$ cat src/rtmp_cse_pkg.sv
// Shared types and constants for the chunk stream encoder.
package rtmp_cse_pkg;

  localparam logic       OP_START = 1'b0;
  localparam logic       OP_BODY  = 1'b1;
  localparam logic [31:0] TS_MAX  = 32'h00ffffff;
  localparam logic [9:0] ID_ONE_MAX = 10'd63;
  localparam logic [9:0] ID_TWO_MAX = 10'd319;
  localparam logic [9:0] ID_BASE    = 10'd64;

  localparam logic [1:0] FORM_0 = 2'd0;
  localparam logic [1:0] FORM_1 = 2'd1;
  localparam logic [1:0] FORM_2 = 2'd2;
  localparam logic [1:0] FORM_3 = 2'd3;

  // one channel record as kept in memory
  typedef struct packed {
    logic [31:0] stream_id;
    logic [7:0]  type_id;
    logic [23:0] size;
    logic [31:0] timestamp;
    logic [31:0] delta;
  } chan_rec_t;

  // header burst descriptor handed to the serializer
  typedef struct packed {
    logic [1:0]  form;
    logic [9:0]  csid;
    logic [31:0] tsf;
    logic [23:0] size;
    logic [7:0]  type_id;
    logic [31:0] stream_id;
    logic        ext;
    logic        body;       // a single body byte, possibly with continuation header
    logic        cont;       // continuation basic header before the body byte
    logic [7:0]  body_byte;
    logic        chunk_end;
    logic        message_end;
  } burst_t;

  function automatic logic [4:0] basic_len(input logic [9:0] id);
    if (id > ID_TWO_MAX) basic_len = 5'd3;
    else if (id > ID_ONE_MAX) basic_len = 5'd2;
    else basic_len = 5'd1;
  endfunction

endpackage

$ cat src/rtmp_cse_ser.sv
// Burst serializer: turns one burst descriptor into output bytes.
module rtmp_cse_ser
  import rtmp_cse_pkg::*;
(
  input  logic       clk,
  input  logic       rst,
  input  logic       in_valid,
  output logic       in_ready,
  input  burst_t     in_burst,
  output logic       valid,
  input  logic       ready,
  output logic [7:0] out_byte,
  output logic       chunk_end,
  output logic       message_end,
  output logic       run_last
);

  burst_t     cur;
  logic       busy;
  logic [4:0] pos;
  logic [4:0] blen, n_ts, n_sz, n_sid, n_ext, total;
  logic [15:0] off;
  logic [23:0] t24;
  logic [4:0] p;
  logic [7:0] b;
  logic       is_body;
  logic       last;

  always_comb begin
    blen = basic_len(cur.csid);
    off  = {6'd0, cur.csid - ID_BASE};
    t24  = cur.ext ? TS_MAX[23:0] : cur.tsf[23:0];
    n_ts = 5'd0; n_sz = 5'd0; n_sid = 5'd0; n_ext = 5'd0;
    if (cur.body) begin
      total = (cur.cont ? blen : 5'd0) + 5'd1;
    end else begin
      if (cur.form != FORM_3) n_ts = 5'd3;
      if (cur.form == FORM_0 || cur.form == FORM_1) n_sz = 5'd4;
      if (cur.form == FORM_0) n_sid = 5'd4;
      if (cur.ext) n_ext = 5'd4;
      total = blen + n_ts + n_sz + n_sid + n_ext;
    end
    last = (pos == total - 5'd1);
    is_body = cur.body && last;
    b = 8'd0;
    p = pos;
    if (is_body) begin
      b = cur.body_byte;
    end else if (p < blen) begin
      case (p)
        5'd0: begin
          if (blen == 5'd1) b = {cur.form, cur.csid[5:0]};
          else b = {cur.form, 5'd0, blen == 5'd3};
        end
        5'd1: b = off[7:0];
        default: b = off[15:8];
      endcase
    end else begin
      p = pos - blen;
      if (p < n_ts) begin
        case (p[1:0])
          2'd0: b = t24[23:16];
          2'd1: b = t24[15:8];
          default: b = t24[7:0];
        endcase
      end else begin
        p = p - n_ts;
        if (p < n_sz) begin
          case (p[1:0])
            2'd0: b = cur.size[23:16];
            2'd1: b = cur.size[15:8];
            2'd2: b = cur.size[7:0];
            default: b = cur.type_id;
          endcase
        end else begin
          p = p - n_sz;
          if (p < n_sid) begin
            case (p[1:0])
              2'd0: b = cur.stream_id[7:0];
              2'd1: b = cur.stream_id[15:8];
              2'd2: b = cur.stream_id[23:16];
              default: b = cur.stream_id[31:24];
            endcase
          end else begin
            p = p - n_sid;
            case (p[1:0])
              2'd0: b = cur.tsf[31:24];
              2'd1: b = cur.tsf[23:16];
              2'd2: b = cur.tsf[15:8];
              default: b = cur.tsf[7:0];
            endcase
          end
        end
      end
    end
  end

  assign valid       = busy;
  assign out_byte    = b;
  assign chunk_end   = is_body & cur.chunk_end;
  assign message_end = is_body & cur.message_end;
  assign run_last    = last;
  assign in_ready    = !busy || (ready && last);

  always_ff @(posedge clk) begin
    if (rst) begin
      busy <= 1'b0;
      pos  <= 5'd0;
    end else if (in_valid && in_ready) begin
      busy <= 1'b1;
      pos  <= 5'd0;
    end else if (busy && ready) begin
      if (last) busy <= 1'b0;
      pos <= pos + 5'd1;
    end
  end

  always_ff @(posedge clk) begin
    if (in_valid && in_ready) cur <= in_burst;
  end

endmodule

$ cat config.mk
export PLATFORM = sky130hd
export DESIGN_NAME = rtmp_cse_ser
export DESIGN_NICKNAME = d
export VERILOG_FILES = /design/src/rtmp_cse_pkg.sv /design/src/rtmp_cse_ser.sv
export SDC_FILE = /design/constraint.sdc
export NUM_CORES = 1
export LEC_CHECK = 0
export BUFFER_PORTS_ARGS = -buffer_cell sky130_fd_sc_hd__buf_2
export CORE_MARGIN = 4
export CORE_UTILIZATION = 54
export DETAILED_ROUTE_END_ITERATION = 12
export PLACE_DENSITY = 0.89
export SETUP_SLACK_MARGIN = 0.3
export SYNTH_ARGS = -nofsm -noshare
export SYNTH_HDL_FRONTEND = slang
export SYNTH_SLANG_ARGS = --single-unit
$ cat constraint.sdc
create_clock -name clk -period 11.7 [get_ports clk]
set_input_delay 1.755 -clock clk [delete_from_list [all_inputs] [get_ports clk]]
set_output_delay 1.755 -clock clk [all_outputs]
set_load 0.1 [all_outputs]
Yosys cells after proc, flatten, opt, wreduce, memory -nomap -nowiden

Cells that the tools add are included.

Register bits after elaboration: 127
Output and inout port bits: 13

Add/subtract/negate cells: 12
$lt $le $gt $ge: 6
Equality and inequality tests: 13
Mux-type cells: 30
Bitwise gates (word level): 2
Reduce and logical (&&, ||, !) cells: 17

Operators with widths:

| kind                    | number |
|---|---|
| $pmux W8 S3             | 3 |
| $mux W5                 | 9 |
| $mux W8                 | 5 |
| $pmux W8 S2             | 2 |
| $mux W24                | 1 |
| $add A5 B5 Y5           | 4 |
| $lt A5 B5 Y1            | 4 |
| $sub A5 B5 Y5           | 3 |
| $add A5 B1 Y5 const B   | 2 |
| $eq A2 B1 Y1 const B    | 5 |
| $eq A5 B1 Y1 const B    | 2 |
| $gt A10 B6 Y1 const B   | 1 |
| $gt A10 B9 Y1 const B   | 1 |
| $logic_not A2 Y1        | 5 |
| $sub A10 B7 Y10 const B | 1 |
| $mux W3                 | 3 |
| $eq A2 B2 Y1 const B    | 3 |
| $mux W2                 | 3 |
| $mux W6                 | 1 |
| $eq A5 B2 Y1 const B    | 1 |
| $eq A5 B5 Y1            | 1 |
| $logic_not A5 Y1        | 1 |
| $sub A5 B1 Y5 const B   | 1 |
| $logic_and A1 B1 Y1     | 4 |
| other kinds (9)         | 14 |

Logic depth before layout (Yosys ltp)

Word-level depth: 15
Depth in mapped cells: 21

Worst setup path before layout

No wires, ideal clock.

Path type: register to register
From: register cur[115] (netlist name)
To: register cur[0] (netlist name) (enable)
Setup time: 0.615 ns
Arrival: 9.998 ns
Path slack: 1.087 ns
Stages on the path, launching flop included: 18
Path buffers: 0
Path through: edfxtp_1 > inv_1 > ha_1 > and3_1 > a21oi_1 > nor3_1 > inv_1 > ha_1 > ha_1 > inv_1 > fa_1 > xor2_1 > nor2_1 > xnor3_1 > nand3_1 > a2111oi_4 > a21oi_2 > nor2b_1

Word-level cells in the longest chain between the ends: 13

RTL lines:

| element                     | RTL line            | text |
|---|---|---|
| start, declared             | rtmp_cse_ser.sv:18  | `burst_t cur;` |
| start signal, assigned      | rtmp_cse_ser.sv:119 | `if (in_valid && in_ready) cur <= in_burst;` |
| $gt A10 B6 Y1               | rtmp_cse_pkg.sv:43  | `else if (id > ID_ONE_MAX) basic_len = 5'd2;` |
| $mux W2                     | rtmp_cse_pkg.sv:43  |  |
| $mux W2 (*)                 | rtmp_cse_pkg.sv:42  | `if (id > ID_TWO_MAX) basic_len = 5'd3;` |
| $add A5 B5 Y5 (4 in series) | rtmp_cse_ser.sv:41  | `total = blen + n_ts + n_sz + n_sid + n_ext;` |
| $mux W5 (*)                 | rtmp_cse_ser.sv:34  | `if (cur.body) begin` |
| $sub A5 B1 Y5 (*)           | rtmp_cse_ser.sv:43  | `last = (pos == total - 5'd1);` |
| $eq A5 B5 Y1 (*)            | rtmp_cse_ser.sv:43  |  |
| named net run_last          | rtmp_cse_ser.sv:15  | `output logic run_last` |
| $logic_and A1 B1 Y1 (*)     | rtmp_cse_ser.sv:103 | `assign in_ready = !busy \|\| (ready && last);` |
| $logic_or A1 B1 Y1 (*)      | rtmp_cse_ser.sv:103 |  |
| $logic_and A1 B1 Y1 (*)     | rtmp_cse_ser.sv:119 |  |

The timed path passes the listed nets; every way through them passes the cells marked *.
A chain may end at the register's enable or synchronous reset.

Worst setup path in the final report

From: register cur[115] (netlist name)
To: output out_byte[5]

Word-level cells in the longest chain between the ends: 14

RTL lines:

| element                                                | RTL line           | text |
|---|---|---|
| $gt A10 B6 Y1                                          | rtmp_cse_pkg.sv:43 |  |
| $mux W2                                                | rtmp_cse_pkg.sv:43 |  |
| $mux W2 (*)                                            | rtmp_cse_pkg.sv:42 |  |
| branches (longest 10 deep; another with $add A5 B5 Y5) | -                  |  |
| $mux W8 (*)                                            | rtmp_cse_ser.sv:47 | `if (is_body) begin` |
| end, declared                                          | rtmp_cse_ser.sv:12 | `output logic [7:0] out_byte,` |

Every way passes the cells marked *.

==> impl_metrics.toml <==
[place]
dp_hpwl_mm = 10.3
globalplace.congestion = 0.933
place_inst = 669
portBuffers = 137

[layout]
drive_gt1_share_pct = 38.1
syn_to_final_growth_pct = 22.0
final_cells = 701
antenna_cells = 0
nets = 693

[detailed_routing]
wire_per_inst_um = 20.2
dr_total_vias = 4146
antenna_left = 0
drt_wl_total_mm = 14.2
detail_route.vias_per_cell = 5.91
dr.pass1.iters = 5
drt_first_iter_violations = 349
drc = 0

[critical_path]
worst-setup-path-type = "flop to primary output"
cp-end-kind = "primary output"
cp.required_ps = 9950
crit_fanout = 10
crit_path_start_kind = "flop"
arrival_ps = 6140

[clock_tree]
post_cts_resized = 0
path_clk_slew_ps = 60
htree_num_levels = 4
clk_latency_ps = 420
post-cts-setup-buffers = 0
cts_tree = "yes"
clock_path_buffers = 2
cts_hold_buffers = 0
clock-sinks = 127
root_buffer = "clkbuf_16"
cts_buffers = 17

[global_routing]
track_usage_pct = 22.2
grt_pass1_vias = 4292
antenna_found_initial = 0
grt_pass1_wl_mm = 21.5
overflow = 0
grt_max_degree = 76

[power_and_ir_drop]
peakVddDrop_v = 0.000166
combPwrFrac_pct = 21.7
seq_power_share_pct = 41.7
switching_power_uw = 382
p_int_uw = 939
p_leak_uw = 0.00289
p_per_area_nw_per_um2 = 176
swShare_pct = 28.9
clockPowerShare_pct = 36.6

[sta]
finalSetupTns_ps = 0
setup_viol = 0
fmax_mhz = 127
post-route-period-util_pct = 67.4
tightest_slew_ps = 1270
rsz0062_at_grt = "no"
maxSlewHeadroom_pct = 15.5
period_needed_ps = 7890
final-max-slew-violation-count = 0
finClkSkew_ps = 14.2
hold_viol = 0

[status]
status = "completed"

[synth]
yosys-top-cells-count = "edfxtp_1, mux4_2, a21oi_1, inv_1, nor2_1"
yosysUniqueCellTypes = 56
synth_most_common_cell = "edfxtp_1"
synth_top_area_share_pct = 59.2
synthTopCellsByArea = "edfxtp_1, mux4_2, ha_1"
ys_async_sr_fraction_pct = 0
synth_warnings = 0
netlist_instances = 409
seq_area_frac_synth_pct = 61.2
ys_seq_elements = 127
yosys.area.top_type = "edfxtp_1"
avgSynthCellArea_um2 = 15.0
netlist_area_um2 = 6130
synth_edf_count = 121
syn_nets = 554
synth_flop_cell = "edfxtp_1"

[die]
die_area_um2 = 13100
core_um2 = 11000
fp.dieH_um = 115
die_w_um = 115
ios = 138
start_util_pct = 55.9
placementRows = 38

[min_path]
min_path_type = "flop to flop"

[run]
cap_violations = 0
power groups by stage:
stage | combinational [uW] | sequential (uW) | clock [uW]
4_1_cts | 288 | 551 | 490
2_1_floorplan | 212 | 560 | 0
6_report | 287 | 551 | 484
5_1_grt | 306 | 553 | 512
3_3_place_gp | 281 | 556 | 0
3_5_place_dp | 287 | 559 | 0
worst max-delay path: stages, from the launching register on:
cell and delay, ps:
edfxtp_1 360, inv_1 80, ha_1 190, and3_1 190, a21oi_1 310, xor2_1 180
nand2b_1 100, ha_1 210, inv_1 80, fa_1 480, ha_1 320, nor2b_1 120
nor3_1 280, xnor3_1 420, ha_1 230, xor2_1 150, or4_1 450, a21oi_2 470
mux2_2 400, o21ai_0 250, a2bb2oi_1 140, buf_2 310
final cells by class:
cell class                 count  area (um^2)
sequential                   127         3750
fill                         692         3500
clock buffer                  18          429
tap                          140          175
timing repair buffer         139          701
multi-input combinational    245         2240
inverter                      18         67.6
clock inverter                14          116
kinds of logic (layout without fill, tap and decap cells):
family | Yosys count | count (layout) | synth area share [%]
AO/OA/AOI/OAI | 81 | 81 | 9.97
XOR/XNOR | 15 | 15 | 2.59
adder cells (fa/ha/maj) | 20 | 20 | 4.57
buffers and inverters | 37 | 189 | 2.43
flip-flops | 127 | 127 | 61.2
multiplexers | 40 | 40 | 11.5
AND/OR/NAND/NOR | 89 | 89 | 7.73
placed cells by master, fill, tap and decap left out, types with 3 or more instances in the layout:
cell type   instances
o221a_2             4
clkbuf_16          17
xor2_1              7
fa_1                3
nor4_1              3
nor3_1              7
nor2_1             18
o31ai_1             3
nor2b_1             8
inv_6               3
and2_1              3
a21oi_1            18
clkinv_2            3
a2bb2oi_1           4
mux4_2             24
inv_1              18
o21ai_0            16
xnor2_1             6
mux2_2              5
clkinvlp_4          5
ha_1               16
edfxtp_1          121
a211oi_1            5
nand2_1            17
o211ai_1            5
a311oi_1            5
nand2b_1            8
a21o_1              4
dfxtp_1             6
buf_2             137
nand3_1             9
mux2i_1            11
worst paths after layout:
kind | startpoint | endpoint | slack [ps] | cells past startpoint
max reg2reg | cur[115] | cur[51] | 5010 | 18
min reg2reg | pos[0] | pos[3] | 670 | 3
min | pos[0] | pos[3] | 670 | 3
max | cur[115] | out_byte[5] | 3810 | 21
layer usage:
layer  global-route usage [%]  routed length [um]  part of all wire [%]
met5                        0                   0                     0
met4                     12.4                 568                   4.0
met3                     6.29                1190                   8.4
met2                     37.6                7420                    52
met1                     25.3                4980                    35
through the flow:
step / utilization, % / cell area, um^2 / hold slack (ps) / setup slack [ps] / total power [uW]
2_1_floorplan: - / 6130 / 604 / 1090 / 772
5_1_grt: 68.1 / 7480 / 722 / 3450 / 1370
6_report: 68.1 / 7480 / 671 / 3810 / 1320
3_5_place_dp: 63.2 / 6940 / 673 / 4370 / 846
3_3_place_gp: 63.2 / 6940 / 656 / 4610 / 837
4_1_cts: 68.1 / 7480 / 677 / 3840 / 1330
sequential cells by signal, indices dropped and copies added, names as in the netlist:
register / cells
cur: 121
pos: 5
valid: 1
Note: power is estimated with default switching activity, not from simulation.
